===== src/sac_pkg.sv =====
// Shared constants, register map and types of the stereo audio compressor.
package sac_pkg;

    localparam int SAMPLE_BITS_DEF = 16;

    // Configuration port
    localparam int CFG_IDX_W  = 3;
    localparam int CFG_DATA_W = 16;

    localparam logic [CFG_IDX_W-1:0] CFG_THRESHOLD = 3'd0;
    localparam logic [CFG_IDX_W-1:0] CFG_SLOPE     = 3'd1;
    localparam logic [CFG_IDX_W-1:0] CFG_ATTACK    = 3'd2;
    localparam logic [CFG_IDX_W-1:0] CFG_RELEASE   = 3'd3;
    localparam logic [CFG_IDX_W-1:0] CFG_WET       = 3'd4;
    localparam logic [CFG_IDX_W-1:0] CFG_DRY       = 3'd5;

    // Fixed-point formats
    localparam int LEVEL_W = 15;
    localparam int COEF_W  = 16;
    localparam int GAIN_W  = 17;
    localparam int QUOT_W  = 16;
    localparam int MIX_W   = 35;
    localparam int MIX_LO_W = 18;

    localparam logic [GAIN_W-1:0]  GAIN_ONE   = 17'd65536;
    localparam logic [GAIN_W-1:0]  GAIN_RESET = 17'd98304;
    localparam logic [LEVEL_W-1:0] LEVEL_MAX  = 15'd32767;

    localparam logic [LEVEL_W-1:0] THRESHOLD_RST = 15'd6554;
    localparam logic [COEF_W-1:0]  SLOPE_RST     = 16'd58982;
    localparam logic [COEF_W-1:0]  ATTACK_RST    = 16'd64797;
    localparam logic [COEF_W-1:0]  RELEASE_RST   = 16'd65530;
    localparam logic [COEF_W-1:0]  WET_RST       = 16'd16384;
    localparam logic [COEF_W-1:0]  DRY_RST       = 16'd0;

    // Command to the shared root/divide unit
    typedef struct packed {
        logic                start;
        logic                is_div;
        logic [QUOT_W-1:0]   dividend;
        logic [LEVEL_W-1:0]  divisor;
    } rd_cmd_t;

endpackage


===== src/sac_in_if.sv =====
// Input channel carrying one stereo sample pair per transaction.
interface sac_in_if #(parameter int SAMPLE_BITS = sac_pkg::SAMPLE_BITS_DEF);
    logic                          valid;
    logic                          ready;
    logic signed [SAMPLE_BITS-1:0] left_sample;
    logic signed [SAMPLE_BITS-1:0] right_sample;

    modport source (output valid, output left_sample, output right_sample, input ready);
    modport sink (input valid, input left_sample, input right_sample, output ready);
endinterface


===== src/sac_out_if.sv =====
// Output channel carrying one processed stereo pair per transaction.
interface sac_out_if #(parameter int SAMPLE_BITS = sac_pkg::SAMPLE_BITS_DEF);
    logic                          valid;
    logic                          ready;
    logic signed [SAMPLE_BITS-1:0] left_out;
    logic signed [SAMPLE_BITS-1:0] right_out;
    logic                          clipped;

    modport source (output valid, output left_out, output right_out, output clipped,
                    input ready);
    modport sink (input valid, input left_out, input right_out, input clipped,
                  output ready);
endinterface


===== src/stereo_audio_compressor_top.sv =====
// An accepted pair passes the squares, the level's square root and, above the threshold,
// a quotient; then the gain smoothing and the wet/dry mix. Pairs are taken one at a time;
// the bit-a-cycle root/divide unit (square root, then quotient) and the single shared
// multiplier set the rate.
// A finished result waits in the output register while the next pair is taken in.
// Reset (rst_n, asynchronous) loads the register defaults and a smoothed gain of 1.5.
module stereo_audio_compressor_top #(
    parameter int SAMPLE_BITS = sac_pkg::SAMPLE_BITS_DEF
) (
    input  logic                              clk,
    input  logic                              rst_n,
    sac_in_if.sink                            sample_ch,
    sac_out_if.source                         result_ch,
    input  logic                              cfg_we,
    input  logic [sac_pkg::CFG_IDX_W-1:0]     cfg_index,
    input  logic [sac_pkg::CFG_DATA_W-1:0]    cfg_data
);
    import sac_pkg::*;

    localparam int SB   = SAMPLE_BITS;
    localparam int MW   = (SB > MIX_LO_W) ? SB : MIX_LO_W;
    localparam int PW   = 2 * MW + 2;
    localparam int AW   = PW + MIX_LO_W + 1;
    localparam int QW   = (SB > QUOT_W) ? SB : QUOT_W;
    localparam int LW   = (SB > 16) ? SB : 17;
    localparam int SH_R = (SB >= 16) ? SB - 16 : 0;
    localparam int SH_L = (SB < 16) ? 16 - SB : 0;

    localparam logic signed [AW-1:0] S_MAX = (AW'(1) <<< (SB - 1)) - AW'(1);
    localparam logic signed [AW-1:0] S_MIN = -S_MAX - AW'(1);

    localparam logic [4:0] ST_IDLE = 5'd0;
    localparam logic [4:0] ST_SQL  = 5'd1;
    localparam logic [4:0] ST_SQR  = 5'd2;
    localparam logic [4:0] ST_SQS  = 5'd3;
    localparam logic [4:0] ST_RT0  = 5'd4;
    localparam logic [4:0] ST_RTW  = 5'd5;
    localparam logic [4:0] ST_LVL  = 5'd6;
    localparam logic [4:0] ST_KEPT = 5'd7;
    localparam logic [4:0] ST_DVW  = 5'd8;
    localparam logic [4:0] ST_G1   = 5'd9;
    localparam logic [4:0] ST_G2   = 5'd10;
    localparam logic [4:0] ST_G3   = 5'd11;
    localparam logic [4:0] ST_W1   = 5'd12;
    localparam logic [4:0] ST_W2   = 5'd13;
    localparam logic [4:0] ST_M1   = 5'd14;
    localparam logic [4:0] ST_M2   = 5'd15;
    localparam logic [4:0] ST_M3   = 5'd16;
    localparam logic [4:0] ST_M4   = 5'd17;
    localparam logic [4:0] ST_M5   = 5'd18;
    localparam logic [4:0] ST_OUT  = 5'd19;

    logic [4:0]              state_reg, state_next;

    logic [LEVEL_W-1:0]      thr_reg, thr_next;
    logic [COEF_W-1:0]       slope_reg, slope_next;
    logic [COEF_W-1:0]       att_reg, att_next;
    logic [COEF_W-1:0]       rel_reg, rel_next;
    logic [COEF_W-1:0]       wet_reg, wet_next;
    logic [COEF_W-1:0]       dry_reg, dry_next;
    logic [GAIN_W-1:0]       gain_reg, gain_next;
    logic                    out_valid_reg, out_valid_next;

    logic signed [SB-1:0]    l_reg, l_next;
    logic signed [SB-1:0]    r_reg, r_next;
    logic signed [AW-1:0]    acc_reg, acc_next;
    logic [LEVEL_W-1:0]      level_reg, level_next;
    logic [GAIN_W-1:0]       target_reg, target_next;
    logic [COEF_W-1:0]       coef_reg, coef_next;
    logic [MIX_W-1:0]        mix_reg, mix_next;
    logic signed [SB-1:0]    left_reg, left_next;
    logic signed [SB-1:0]    right_reg, right_next;
    logic                    clip_reg, clip_next;
    logic signed [SB-1:0]    out_left_reg, out_left_next;
    logic signed [SB-1:0]    out_right_reg, out_right_next;
    logic                    out_clip_reg, out_clip_next;

    logic signed [MW:0]      mul_a;
    logic [MW-1:0]           mul_b;
    logic signed [PW-1:0]    prod;
    logic signed [AW-1:0]    prod_ext;
    logic signed [AW-1:0]    sum_lo;
    logic signed [AW-1:0]    sum_hi;
    logic signed [AW-1:0]    mix_y;
    logic signed [SB-1:0]    sat_val;
    logic                    sat_clip;

    logic [SB-1:0]           abs_l;
    logic [SB-1:0]           abs_r;
    logic [LW-1:0]           lvl_wide;
    logic [LEVEL_W-1:0]      level_sat;
    logic [COEF_W-1:0]       coef_sel;
    logic [GAIN_W-1:0]       one_minus;
    logic [MIX_LO_W-1:0]     wet3;
    logic [QUOT_W-1:0]       kept;

    rd_cmd_t                 rd_cmd;
    logic                    rd_done;
    logic [QW-1:0]           rd_result;

    sac_mul #(.MW(MW)) u_sac_mul (
        .clk (clk),
        .a   (mul_a),
        .b   (mul_b),
        .p   (prod)
    );

    sac_rootdiv #(.SB(SB)) u_sac_rootdiv (
        .clk      (clk),
        .rst_n    (rst_n),
        .cmd      (rd_cmd),
        .radicand (acc_reg[2*SB:1]),
        .done     (rd_done),
        .result   (rd_result)
    );

    // Datapath helpers
    always_comb
    begin
        abs_l     = l_reg[SB-1] ? SB'(-l_reg) : SB'(l_reg);
        abs_r     = r_reg[SB-1] ? SB'(-r_reg) : SB'(r_reg);
        lvl_wide  = (LW'(rd_result[SB-1:0]) >> SH_R) << SH_L;
        level_sat = (lvl_wide > LW'(LEVEL_MAX)) ? LEVEL_MAX : lvl_wide[LEVEL_W-1:0];
        coef_sel  = (target_reg < gain_reg) ? att_reg : rel_reg;
        one_minus = GAIN_ONE - {1'b0, coef_reg};
        wet3      = MIX_LO_W'({wet_reg, 1'b0}) + MIX_LO_W'(wet_reg);
        kept      = {1'b0, thr_reg} + prod[31:16];
        prod_ext  = AW'(prod);
        sum_lo    = acc_reg + prod_ext;
        sum_hi    = acc_reg + (prod_ext <<< MIX_LO_W);
        // Arithmetic shift rounds toward minus infinity.
        mix_y     = sum_hi >>> 31;
        sat_clip  = 1'b1;
        if (mix_y > S_MAX)
        begin
            sat_val = S_MAX[SB-1:0];
        end
        else if (mix_y < S_MIN)
        begin
            sat_val = S_MIN[SB-1:0];
        end
        else
        begin
            sat_val  = mix_y[SB-1:0];
            sat_clip = 1'b0;
        end
    end

    // Operand selection for the shared multiplier; its product is registered and shows in the next cycle.
    always_comb
    begin
        mul_a = '0;
        mul_b = '0;
        unique case (state_reg)
            ST_SQL:
            begin
                mul_a = $signed((MW + 1)'(abs_l));
                mul_b = MW'(abs_l);
            end
            ST_SQR:
            begin
                mul_a = $signed((MW + 1)'(abs_r));
                mul_b = MW'(abs_r);
            end
            ST_LVL:
            begin
                mul_a = $signed((MW + 1)'(level_reg - thr_reg));
                mul_b = MW'(slope_reg);
            end
            ST_G1:
            begin
                mul_a = $signed((MW + 1)'(gain_reg));
                mul_b = MW'(coef_sel);
            end
            ST_G2:
            begin
                mul_a = $signed((MW + 1)'(target_reg));
                mul_b = MW'(one_minus);
            end
            ST_W1:
            begin
                mul_a = $signed((MW + 1)'(gain_reg));
                mul_b = MW'(wet3);
            end
            ST_M1:
            begin
                mul_a = (MW + 1)'(l_reg);
                mul_b = MW'(mix_reg[MIX_LO_W-1:0]);
            end
            ST_M2:
            begin
                mul_a = (MW + 1)'(l_reg);
                mul_b = MW'(mix_reg[MIX_W-1:MIX_LO_W]);
            end
            ST_M3:
            begin
                mul_a = (MW + 1)'(r_reg);
                mul_b = MW'(mix_reg[MIX_LO_W-1:0]);
            end
            ST_M4:
            begin
                mul_a = (MW + 1)'(r_reg);
                mul_b = MW'(mix_reg[MIX_W-1:MIX_LO_W]);
            end
            default:
            begin
                mul_a = '0;
                mul_b = '0;
            end
        endcase
    end

    // Sequencer
    always_comb
    begin
        state_next     = state_reg;
        thr_next       = thr_reg;
        slope_next     = slope_reg;
        att_next       = att_reg;
        rel_next       = rel_reg;
        wet_next       = wet_reg;
        dry_next       = dry_reg;
        gain_next      = gain_reg;
        out_valid_next = out_valid_reg;
        l_next         = l_reg;
        r_next         = r_reg;
        acc_next       = acc_reg;
        level_next     = level_reg;
        target_next    = target_reg;
        coef_next      = coef_reg;
        mix_next       = mix_reg;
        left_next      = left_reg;
        right_next     = right_reg;
        clip_next      = clip_reg;
        out_left_next  = out_left_reg;
        out_right_next = out_right_reg;
        out_clip_next  = out_clip_reg;
        rd_cmd         = '0;

        if (cfg_we)
        begin
            unique case (cfg_index)
                CFG_THRESHOLD: thr_next   = cfg_data[LEVEL_W-1:0];
                CFG_SLOPE:     slope_next = cfg_data;
                CFG_ATTACK:    att_next   = cfg_data;
                CFG_RELEASE:   rel_next   = cfg_data;
                CFG_WET:       wet_next   = cfg_data;
                CFG_DRY:       dry_next   = cfg_data;
                default:       thr_next   = thr_reg;
            endcase
        end

        if (out_valid_reg && result_ch.ready)
        begin
            out_valid_next = 1'b0;
        end

        unique case (state_reg)
            ST_IDLE:
            begin
                if (sample_ch.valid)
                begin
                    l_next     = sample_ch.left_sample;
                    r_next     = sample_ch.right_sample;
                    state_next = ST_SQL;
                end
            end
            ST_SQL:
            begin
                state_next = ST_SQR;
            end
            ST_SQR:
            begin
                acc_next   = prod_ext;
                state_next = ST_SQS;
            end
            ST_SQS:
            begin
                acc_next   = sum_lo;
                state_next = ST_RT0;
            end
            ST_RT0:
            begin
                rd_cmd.start  = 1'b1;
                rd_cmd.is_div = 1'b0;
                state_next    = ST_RTW;
            end
            ST_RTW:
            begin
                if (rd_done)
                begin
                    level_next = level_sat;
                    state_next = ST_LVL;
                end
            end
            ST_LVL:
            begin
                if (level_reg > thr_reg)
                begin
                    state_next = ST_KEPT;
                end
                else
                begin
                    target_next = GAIN_ONE;
                    state_next  = ST_G1;
                end
            end
            ST_KEPT:
            begin
                rd_cmd.start    = 1'b1;
                rd_cmd.is_div   = 1'b1;
                rd_cmd.dividend = kept;
                rd_cmd.divisor  = level_reg;
                state_next      = ST_DVW;
            end
            ST_DVW:
            begin
                if (rd_done)
                begin
                    target_next = {1'b0, rd_result[QUOT_W-1:0]};
                    state_next  = ST_G1;
                end
            end
            ST_G1:
            begin
                coef_next  = coef_sel;
                state_next = ST_G2;
            end
            ST_G2:
            begin
                acc_next   = prod_ext;
                state_next = ST_G3;
            end
            ST_G3:
            begin
                gain_next  = sum_lo[GAIN_W+15:16];
                state_next = ST_W1;
            end
            ST_W1:
            begin
                state_next = ST_W2;
            end
            ST_W2:
            begin
                mix_next   = prod[MIX_W-1:0] + MIX_W'({dry_reg, 17'd0});
                state_next = ST_M1;
            end
            ST_M1:
            begin
                state_next = ST_M2;
            end
            ST_M2:
            begin
                acc_next   = prod_ext;
                state_next = ST_M3;
            end
            ST_M3:
            begin
                left_next  = sat_val;
                clip_next  = sat_clip;
                state_next = ST_M4;
            end
            ST_M4:
            begin
                acc_next   = prod_ext;
                state_next = ST_M5;
            end
            ST_M5:
            begin
                right_next = sat_val;
                clip_next  = clip_reg | sat_clip;
                state_next = ST_OUT;
            end
            ST_OUT:
            begin
                // Hold here until the output register is free.
                if (!out_valid_reg || result_ch.ready)
                begin
                    out_left_next  = left_reg;
                    out_right_next = right_reg;
                    out_clip_next  = clip_reg;
                    out_valid_next = 1'b1;
                    state_next     = ST_IDLE;
                end
            end
            default:
            begin
                state_next = ST_IDLE;
            end
        endcase
    end

    always_ff @(posedge clk or negedge rst_n)
    begin
        if (!rst_n)
        begin
            state_reg     <= ST_IDLE;
            thr_reg       <= THRESHOLD_RST;
            slope_reg     <= SLOPE_RST;
            att_reg       <= ATTACK_RST;
            rel_reg       <= RELEASE_RST;
            wet_reg       <= WET_RST;
            dry_reg       <= DRY_RST;
            gain_reg      <= GAIN_RESET;
            out_valid_reg <= 1'b0;
        end
        else
        begin
            state_reg     <= state_next;
            thr_reg       <= thr_next;
            slope_reg     <= slope_next;
            att_reg       <= att_next;
            rel_reg       <= rel_next;
            wet_reg       <= wet_next;
            dry_reg       <= dry_next;
            gain_reg      <= gain_next;
            out_valid_reg <= out_valid_next;
        end
    end

    always_ff @(posedge clk)
    begin
        l_reg         <= l_next;
        r_reg         <= r_next;
        acc_reg       <= acc_next;
        level_reg     <= level_next;
        target_reg    <= target_next;
        coef_reg      <= coef_next;
        mix_reg       <= mix_next;
        left_reg      <= left_next;
        right_reg     <= right_next;
        clip_reg      <= clip_next;
        out_left_reg  <= out_left_next;
        out_right_reg <= out_right_next;
        out_clip_reg  <= out_clip_next;
    end

    assign sample_ch.ready    = (state_reg == ST_IDLE);
    assign result_ch.valid    = out_valid_reg;
    assign result_ch.left_out  = out_left_reg;
    assign result_ch.right_out = out_right_reg;
    assign result_ch.clipped   = out_clip_reg;
endmodule


===== src/sac_mul.sv =====
// Shared signed-by-unsigned multiplier with a registered product.
module sac_mul #(
    parameter int MW = 18
) (
    input  logic                clk,
    input  logic signed [MW:0]  a,
    input  logic [MW-1:0]       b,
    output logic signed [2*MW+1:0] p
);
    logic signed [2*MW+1:0] p_reg;
    logic signed [2*MW+1:0] p_next;

    assign p_next = a * $signed({1'b0, b});

    always_ff @(posedge clk)
    begin
        p_reg <= p_next;
    end

    assign p = p_reg;
endmodule


===== src/sac_rootdiv.sv =====
// Shared digit-recurrence unit: integer square root or 16-bit quotient, one bit a cycle.
module sac_rootdiv #(
    parameter int SB = sac_pkg::SAMPLE_BITS_DEF
) (
    input  logic                   clk,
    input  logic                   rst_n,
    input  sac_pkg::rd_cmd_t       cmd,
    input  logic [2*SB-1:0]        radicand,
    output logic                   done,
    output logic [((SB > sac_pkg::QUOT_W) ? SB : sac_pkg::QUOT_W)-1:0] result
);
    import sac_pkg::*;

    localparam int QW = (SB > QUOT_W) ? SB : QUOT_W;
    localparam int RW = (SB + 2 > QUOT_W + 1) ? SB + 2 : QUOT_W + 1;
    localparam int SW = RW + 2;
    localparam int CW = $clog2(QW + 1);

    logic               busy_reg, busy_next;
    logic               done_reg, done_next;
    logic               div_reg, div_next;
    logic [CW-1:0]      cnt_reg, cnt_next;
    logic [2*SB-1:0]    rad_reg, rad_next;
    logic [RW-1:0]      rem_reg, rem_next;
    logic [QW-1:0]      root_reg, root_next;
    logic [LEVEL_W-1:0] dvs_reg, dvs_next;

    logic [SW-1:0]      shifted;
    logic [SW-1:0]      trial;
    logic [SW-1:0]      diff;
    logic               fits;

    // One recurrence step. For the root the trial value is 4*root+1 against the
    // remainder with the next two radicand bits; for the quotient it is the divisor.
    always_comb
    begin
        if (div_reg)
        begin
            shifted = SW'({rem_reg, 1'b0});
            trial   = SW'(dvs_reg);
        end
        else
        begin
            shifted = {rem_reg, rad_reg[2*SB-1 -: 2]};
            trial   = SW'({root_reg, 2'b01});
        end
        fits = (shifted >= trial);
        diff = shifted - trial;
    end

    always_comb
    begin
        busy_next = busy_reg;
        done_next = 1'b0;
        div_next  = div_reg;
        cnt_next  = cnt_reg;
        rad_next  = rad_reg;
        rem_next  = rem_reg;
        root_next = root_reg;
        dvs_next  = dvs_reg;
        if (cmd.start)
        begin
            busy_next = 1'b1;
            div_next  = cmd.is_div;
            cnt_next  = cmd.is_div ? CW'(QUOT_W) : CW'(SB);
            rad_next  = radicand;
            rem_next  = cmd.is_div ? RW'(cmd.dividend) : '0;
            root_next = '0;
            dvs_next  = cmd.divisor;
        end
        else if (busy_reg)
        begin
            rem_next  = fits ? RW'(diff) : RW'(shifted);
            root_next = {root_reg[QW-2:0], fits};
            rad_next  = rad_reg << 2;
            cnt_next  = cnt_reg - CW'(1);
            if (cnt_reg == CW'(1))
            begin
                busy_next = 1'b0;
                done_next = 1'b1;
            end
        end
    end

    always_ff @(posedge clk or negedge rst_n)
    begin
        if (!rst_n)
        begin
            busy_reg <= 1'b0;
            done_reg <= 1'b0;
            div_reg  <= 1'b0;
            cnt_reg  <= '0;
        end
        else
        begin
            busy_reg <= busy_next;
            done_reg <= done_next;
            div_reg  <= div_next;
            cnt_reg  <= cnt_next;
        end
    end

    always_ff @(posedge clk)
    begin
        rad_reg  <= rad_next;
        rem_reg  <= rem_next;
        root_reg <= root_next;
        dvs_reg  <= dvs_next;
    end

    assign done   = done_reg;
    assign result = root_reg;
endmodule


===== src/flat_wrapper.sv =====
// flat-port wrapper written by rule: the top's interface ports become plain ports
module stereo_audio_compressor_top_flat import sac_pkg::*;
#(
    parameter int SAMPLE_BITS = sac_pkg::SAMPLE_BITS_DEF
)
  (clk, rst_n, cfg_we, cfg_index, cfg_data, sample_ch_valid, sample_ch_left_sample, sample_ch_right_sample, sample_ch_ready, result_ch_valid, result_ch_left_out, result_ch_right_out, result_ch_clipped, result_ch_ready);
  sac_in_if #(.SAMPLE_BITS(SAMPLE_BITS)) sample_ch_i ();
  sac_out_if #(.SAMPLE_BITS(SAMPLE_BITS)) result_ch_i ();
  input  logic clk;
  input  logic rst_n;
  input  logic cfg_we;
  input  logic [sac_pkg::CFG_IDX_W-1:0] cfg_index;
  input  logic [sac_pkg::CFG_DATA_W-1:0] cfg_data;
  input wire logic [$bits(sample_ch_i.valid)-1:0] sample_ch_valid;
  input wire logic [$bits(sample_ch_i.left_sample)-1:0] sample_ch_left_sample;
  input wire logic [$bits(sample_ch_i.right_sample)-1:0] sample_ch_right_sample;
  output wire logic [$bits(sample_ch_i.ready)-1:0] sample_ch_ready;
  output wire logic [$bits(result_ch_i.valid)-1:0] result_ch_valid;
  output wire logic [$bits(result_ch_i.left_out)-1:0] result_ch_left_out;
  output wire logic [$bits(result_ch_i.right_out)-1:0] result_ch_right_out;
  output wire logic [$bits(result_ch_i.clipped)-1:0] result_ch_clipped;
  input wire logic [$bits(result_ch_i.ready)-1:0] result_ch_ready;
  assign sample_ch_i.valid = sample_ch_valid;
  assign sample_ch_i.left_sample = sample_ch_left_sample;
  assign sample_ch_i.right_sample = sample_ch_right_sample;
  assign sample_ch_ready = sample_ch_i.ready;
  assign result_ch_valid = result_ch_i.valid;
  assign result_ch_left_out = result_ch_i.left_out;
  assign result_ch_right_out = result_ch_i.right_out;
  assign result_ch_clipped = result_ch_i.clipped;
  assign result_ch_i.ready = result_ch_ready;
  stereo_audio_compressor_top #(.SAMPLE_BITS(SAMPLE_BITS)) u_core (.clk(clk), .rst_n(rst_n), .sample_ch(sample_ch_i), .result_ch(result_ch_i), .cfg_we(cfg_we), .cfg_index(cfg_index), .cfg_data(cfg_data));
endmodule

===== config.mk =====
export PLATFORM = sky130hd
export DESIGN_NAME = stereo_audio_compressor_top_flat
export DESIGN_NICKNAME = d
export VERILOG_FILES = /design/src/sac_pkg.sv /design/src/sac_in_if.sv /design/src/sac_out_if.sv /design/src/stereo_audio_compressor_top.sv /design/src/sac_mul.sv /design/src/sac_rootdiv.sv /design/src/flat_wrapper.sv
export SDC_FILE = /design/constraint.sdc
export NUM_CORES = 2
export LEC_CHECK = 0
export BUFFER_PORTS_ARGS = -buffer_cell sky130_fd_sc_hd__buf_2
export CAP_MARGIN = 30
export CORE_UTILIZATION = 65
export DETAILED_ROUTE_END_ITERATION = 16
export PLACE_DENSITY = 0.82
export SYNTH_ARGS = -nofsm -noshare
export SYNTH_HDL_FRONTEND = slang
export SYNTH_SLANG_ARGS = --single-unit
export TNS_END_PERCENT = 5

===== constraint.sdc =====
create_clock -name clk -period 14.52 [get_ports clk]
set_input_delay 2.904 -clock clk [delete_from_list [all_inputs] [get_ports clk]]
set_output_delay 2.904 -clock clk [all_outputs]
set_load 0.01 [all_outputs]

# ---- Yosys cells after proc, flatten, opt, wreduce, memory -nomap -nowiden
# Index checks and enable logic that the tools add are counted.
dict set report classes {
  muxes 41
  addsub 11
  n_mul 1
  n_reduce_logical 26
  n_bitwise 1
  magnitude_cmp 6
  n_eq_ne 30
}
# operator n
set ops {}
lappend ops {{18-bit one-hot mux with 8 select lines} 1}
lappend ops {{19-bit one-hot mux with 7 select lines} 1}
lappend ops {{57-bit one-hot mux with 2 select lines} 1}
lappend ops {{5-bit one-hot mux with 20 select lines} 1}
lappend ops {{16-bit 2-to-1 mux} 6}
lappend ops {{18-bit 2-to-1 mux} 4}
lappend ops {{32-bit 2-to-1 mux} 2}
lappend ops {{57-bit by 38-bit adder with 57-bit output} 1}
lappend ops {{57-bit by 56-bit adder with 57-bit output} 1}
lappend ops {{5-bit by 4-bit == test with 1-bit output (second input constant)} 8}
lappend ops {{19-bit by 19-bit multiplier with 38-bit output} 1}
lappend ops {{35-bit by 33-bit adder with 35-bit output} 1}
lappend ops {{17-bit 2-to-1 mux} 2}
lappend ops {{17-bit one-hot mux with 2 select lines} 1}
lappend ops {{16-bit negator} 2}
lappend ops {{31-bit 2-to-1 mux} 1}
lappend ops {{5-bit 2-to-1 mux} 6}
lappend ops {{26-bit by 16-bit > comparator with 1-bit output (second input constant)} 1}
lappend ops {{26-bit by 16-bit less-than comparator with 1-bit output (second input constant)} 1}
lappend ops {{5-bit by 3-bit == test with 1-bit output (second input constant)} 4}
lappend ops {{5-bit == test (second input constant)} 4}
lappend ops {{20-bit by 18-bit greater-or-equal comparator with 1-bit output} 1}
lappend ops {{20-bit 2-to-1 mux} 1}
lappend ops {{17-bit by 16-bit adder with 18-bit output} 1}
lappend ops {{other kinds (31)} 63}
dict set report totals {
  out_inout_bits 35
  reg_bits 483
}

# ---- Longest topological paths before layout
dict set report depth {
  ltp_word 6
  ltp_mapped 40
}

# ---- Cells and area by module
# From an unflattened synthesis, not the netlist that was laid out.
dict set report hier_totals {
  cells_unflattened 4223
  area_unflattened_um2 42323.1
}
# mod cells_per_inst area_per_inst_um2 n_inst
set by_module_without_submodules {}
lappend by_module_without_submodules {stereo_audio_compressor_top 2258 23226.0 1}
lappend by_module_without_submodules {sac_mul 1532 14069.7 1}
lappend by_module_without_submodules {sac_rootdiv 433 5027.3 1}

# ---- Worst setup path before layout
# No wires, ideal clock.
dict set report synth_path {
  kind {register to register}
  start {register u_core.thr_reg[1]}
  end {register u_core.u_sac_mul.p_reg[37], in the netlist u_core.u_sac_mul.p[37]}
  path_buffers 1
  stages_incl_launch_ff 36
  arrival_ns 8.941
  setup_slack_ns 5.507
  path_cell_list {dfstp_2 inv_1 ha_1 nor2b_1 o21ai_0 a21boi_0 o21ai_0 a21boi_0 o21ai_0 a21boi_0 o21ai_0 a211o_1 nand3_1 and2_1 clkbuf_1 a21oi_1 fa_1 inv_1 fa_1 inv_1 fa_1 inv_1 fa_1 inv_1 fa_1 inv_1 fa_1 inv_1 ha_1 or3_1 nor3_1 o31ai_1 or3b_2 a31o_2 a21oi_1 xnor2_1}
}
dict set report synth_via {
  elab_chain_len 3
}
# item line_no
set synth_rtl {}
lappend synth_rtl {{start: declaration} stereo_audio_compressor_top.sv:55} ;# logic [LEVEL_W-1:0] thr_reg, thr_next;
lappend synth_rtl {{start signal: assignment} stereo_audio_compressor_top.sv:410} ;# thr_reg <= thr_next;
lappend synth_rtl {{15-bit by 15-bit subtractor with 16-bit output} stereo_audio_compressor_top.sv:167} ;# mul_a = $signed((MW + 1)'(level_reg - thr_reg));
lappend synth_rtl {{19-bit one-hot mux with 7 select lines} stereo_audio_compressor_top.sv:154} ;# unique case (state_reg)
lappend synth_rtl {{19-bit by 19-bit multiplier with 38-bit output} sac_mul.sv:13} ;# assign p_next = a * $signed({1'b0, b});
lappend synth_rtl {{named net u_core.u_sac_mul.p_next[37]} sac_mul.sv:11} ;# logic signed [2*MW+1:0] p_next;
lappend synth_rtl {{end signal: assignment} sac_mul.sv:17} ;# p_reg <= p_next;
lappend synth_rtl {{end: declaration} sac_mul.sv:10} ;# logic signed [2*MW+1:0] p_reg;
# The timed path passes the listed nets, and every way through them passes these cells.
# A chain may end at the register's enable or synchronous reset.

# ---- Worst setup path in the final report
# Ends and elaborated chain as after synthesis.

==> impl_metrics.csv <==
group,metric,value,unit
worst_setup_path,cp_num_buf_inv,7,
yosys,netlist_top_cells_area,"edfxtp_1 (22%), fa_1 (17%), ha_1 (8.9%), inv_1 (5.1%), dfrtp_1 (5.0%)",
sta,min_period_over_period,70.3,%
floorplan,die_width,253,um
worst_setup_path,crit_path_frequent_cell,"inv_1",
global_route,grt_remaining_overflow,0,
global_route,grt_max_degree,85,
yosys,yosysWarnings,0,
yosys,syn_area,0.0410,mm2
floorplan,rows,91,
worst_setup_path,startpoint_type,"flip-flop",
sta,period_minus_slack,10.21,ns
drt,wl_per_cell,23.2,um
cts,post_cts_buffers,0,
final_layout,layout.nets,4950,
global_route,met1_usage,48.1,%
cts,cts-buffers-inserted,52,
global_route,grt_pass1_wl,183,mm
worst_setup_path,worstPathArrival,10.77,ns
worst_setup_path,cp_max_fo,14,
sta,fin_tns_setup,0,ns
drt,drc_errors,0,
floorplan,design.core.area,0.0621,mm2
cts,clk_pin_slew,0.06,ns
cts,root_buffer,"clkbuf_16",
run,maxCapViolCount,0,
final_layout,largest_register_ffs,57,
sta,fmax,97.9,MHz
sta,finalHoldViolCount,0,
global_route,antenna_found_initial,1,
sta,slew_violations,0,
worst_setup_path,worst_setup_path_end_kind,"flip-flop",
yosys,ys_async_sr_fraction,26.1,%
worst_setup_path,cp_data_required_time,15.07,ns
drt,first_pass_iters,9,
floorplan,dieArea,0.0641,mm2
cts,cts_hold_buffers,0,
place,place.gp.congestion,1.02,
worst_setup_path,crit_path_start,"u_core.thr_reg[1]",
cts,clock_sinks,483,
sta,setup-violations-final,0,
yosys,synth_edf_count,303,
sta,slew_headroom,23.7,%
yosys,synth.net_count,4890,
yosys,ys.flop_type,"edfxtp_1",
final_layout,layout-drive-gt1-share,11.3,%
place,place.port_buffers,90,
sta,rsz0062_at_grt,"false",
global_route,track_usage,37.7,%
floorplan,ios,91,
global_route,met3_usage,7.99,%
yosys,synth-seq-cells,483,
hold_path,hp-class,"flip-flop to flip-flop",
worst_setup_path,max_stage_delay,0.86,ns
drt,ant_nets,0,
sta,worstMarginPinSlew,1.14,ns
global_route,met2_usage,58.1,%
worst_setup_path,slowest_stage,"fa_1",
cts,clockBufferDepth,3,
worst_setup_path,worstSetupPathType,"flip-flop to flip-flop",
floorplan,fp.dieH,253,um
yosys,yosys.area.top_type,"edfxtp_1",
cts,clock_latency,0.63,ns
final_layout,area_delta_synth_final,8.26,%
outcome,status,"completed",
global_route,grt_busiest_layer,"met2",
cts,h-tree-depth,2,
cts,cts_resized,0,
worst_setup_path,cp_top_family,"adder cells",
cts,cts_tree,"built",
yosys,yosysTopAreaCellShare,22.2,%
yosys,synth.distinct_cells,105,
sta,fin_skew,0.0310,ns
drt,dr.first_iter.drc_count,3388,
hold_path,worstHoldStart,"u_core.right_reg[11]",
yosys,syn_inst,4198,
yosys,synth_seq_area_share,32.7,%
global_route,grt_pass1_vias,32000,
drt,vias,32400,
drt,vias_per_cell,6.30,
drt,wirelength,119,mm
yosys,synth_area_per_cell,9.77,um2
worst_setup_path,rr_startpoint,"u_core.thr_reg[1]",
floorplan,floorplan.initialDensity,66.1,%
place,dp_hpwl,90.9,mm
==> logic make-up after synthesis <==
kind of cell / share of synthesized area [%]
DFF: 32.7
AOI/OAI and AO/OA: 14.1
and+or+nand+nor: 13.2
adders and majority gates: 25.7
buffers and inverters: 6.55
muxes: 3.72
xor gates and xnor gates: 4.08
==> final timing paths <==
kind	endpoint	slack (ns)	cells past startpoint
setup reg to reg	u_core.u_sac_mul.p[37]	4.31	35
hold reg to reg	u_core.result_ch.right_out[11]	0.41	0
hold / removal	u_core.result_ch.right_out[11]	0.41	0
min in group asynchronous	u_core.wet_reg[3]	2.21	1
setup / recovery	u_core.u_sac_mul.p[37]	4.31	35
max in group asynchronous	u_core.slope_reg[7]	11.20	2
==> worst reg2reg max path, delay by kind of cell, from the launching register on <==
kind | cells | cell delay [ns]
AOI/OAI and AO/OA | 12 | 2.34
xor gates and xnor gates | 1 | 0.13
adders and majority gates | 8 | 4.35
buffers and inverters | 7 | 0.79
DFF | 1 | 0.58
and+or+nand+nor | 7 | 1.95
==> layout by cell type (no fill, tap or decap), types with 38 or more instances in the layout <==
cell type / instances
a21o_1: 98
nand3_1: 52
buf_4: 59
ha_1: 293
and3_1: 38
dfrtp_1: 82
nand2_1: 508
buf_2: 92
o21ai_0: 208
dfstp_2: 44
nor2_1: 274
nor3_1: 54
inv_1: 553
nand2b_1: 41
mux2i_1: 41
xor2_1: 90
mux2_2: 99
and2_1: 52
xnor2_1: 99
dfxtp_1: 54
edfxtp_1: 303
clkbuf_16: 53
a21oi_1: 190
fa_1: 343
==> metrics by stage <==
step / util, % / hold WS [ns] / instances / setup slack [ns] / area, um2
after floorplan: - / 0.400 / 4198 / 5.51 / 41000
after global placement: 68.4 / 0.401 / 5028 / 4.63 / 42400
after detailed placement: 68.6 / 0.405 / 5038 / 4.43 / 42600
after CTS: 71.5 / 0.410 / 5136 / 4.40 / 44300
after global routing: 71.5 / 0.408 / 5139 / 3.58 / 44400
final: 71.5 / 0.408 / 5141 / 4.31 / 44400
==> synth_stat cells, types with 13 or more instances <==
| library cell | number |
|---|---|
| a211o_1 | 14 |
| a211oi_1 | 27 |
| a21boi_0 | 18 |
| a21o_1 | 98 |
| a21oi_1 | 191 |
| a222oi_1 | 25 |
| a31oi_1 | 16 |
| and2_1 | 52 |
| and3_1 | 39 |
| buf_1 | 23 |
| buf_2 | 15 |
| clkbuf_1 | 109 |
| dfrtp_1 | 82 |
| dfstp_2 | 44 |
| dfxtp_1 | 54 |
| edfxtp_1 | 303 |
| fa_1 | 343 |
| ha_1 | 293 |
| inv_1 | 553 |
| mux2_2 | 99 |
| mux2i_1 | 41 |
| nand2_1 | 509 |
| nand2b_1 | 41 |
| nand3_1 | 52 |
| nand4_1 | 21 |
| nor2_1 | 275 |
| nor2b_1 | 23 |
| nor3_1 | 62 |
| nor4_1 | 14 |
| o2111ai_1 | 13 |
| o211ai_1 | 15 |
| o21a_1 | 22 |
| o21ai_0 | 210 |
| o21ai_1 | 16 |
| o21bai_1 | 18 |
| o22ai_1 | 37 |
| o31ai_1 | 18 |
| or2_2 | 35 |
| or3_1 | 20 |
| xnor2_1 | 99 |
| xor2_1 | 90 |
==> area by class of cell <==
cell class                 instances  area (um2)
antenna                            2        5.00
clock buffer                      66        1400
clock inverter                    32         389
sequential                       483       13400
multi-input combinational       3010       25100
fill                            4522       17700
inverter                         554        2080
timing repair buffer             157        1000
tap                              837        1050
==> layer usage <==
metal,up-vias,wire length (um)
met4,0,9570
met3,434,12000
li1,14500,-
met5,-,0
met2,1768,52900
met1,15700,44700
Power is left out: the tool's default activity adds up to more than one toggle a clock period on the data nets, which glitch-free logic cannot reach.
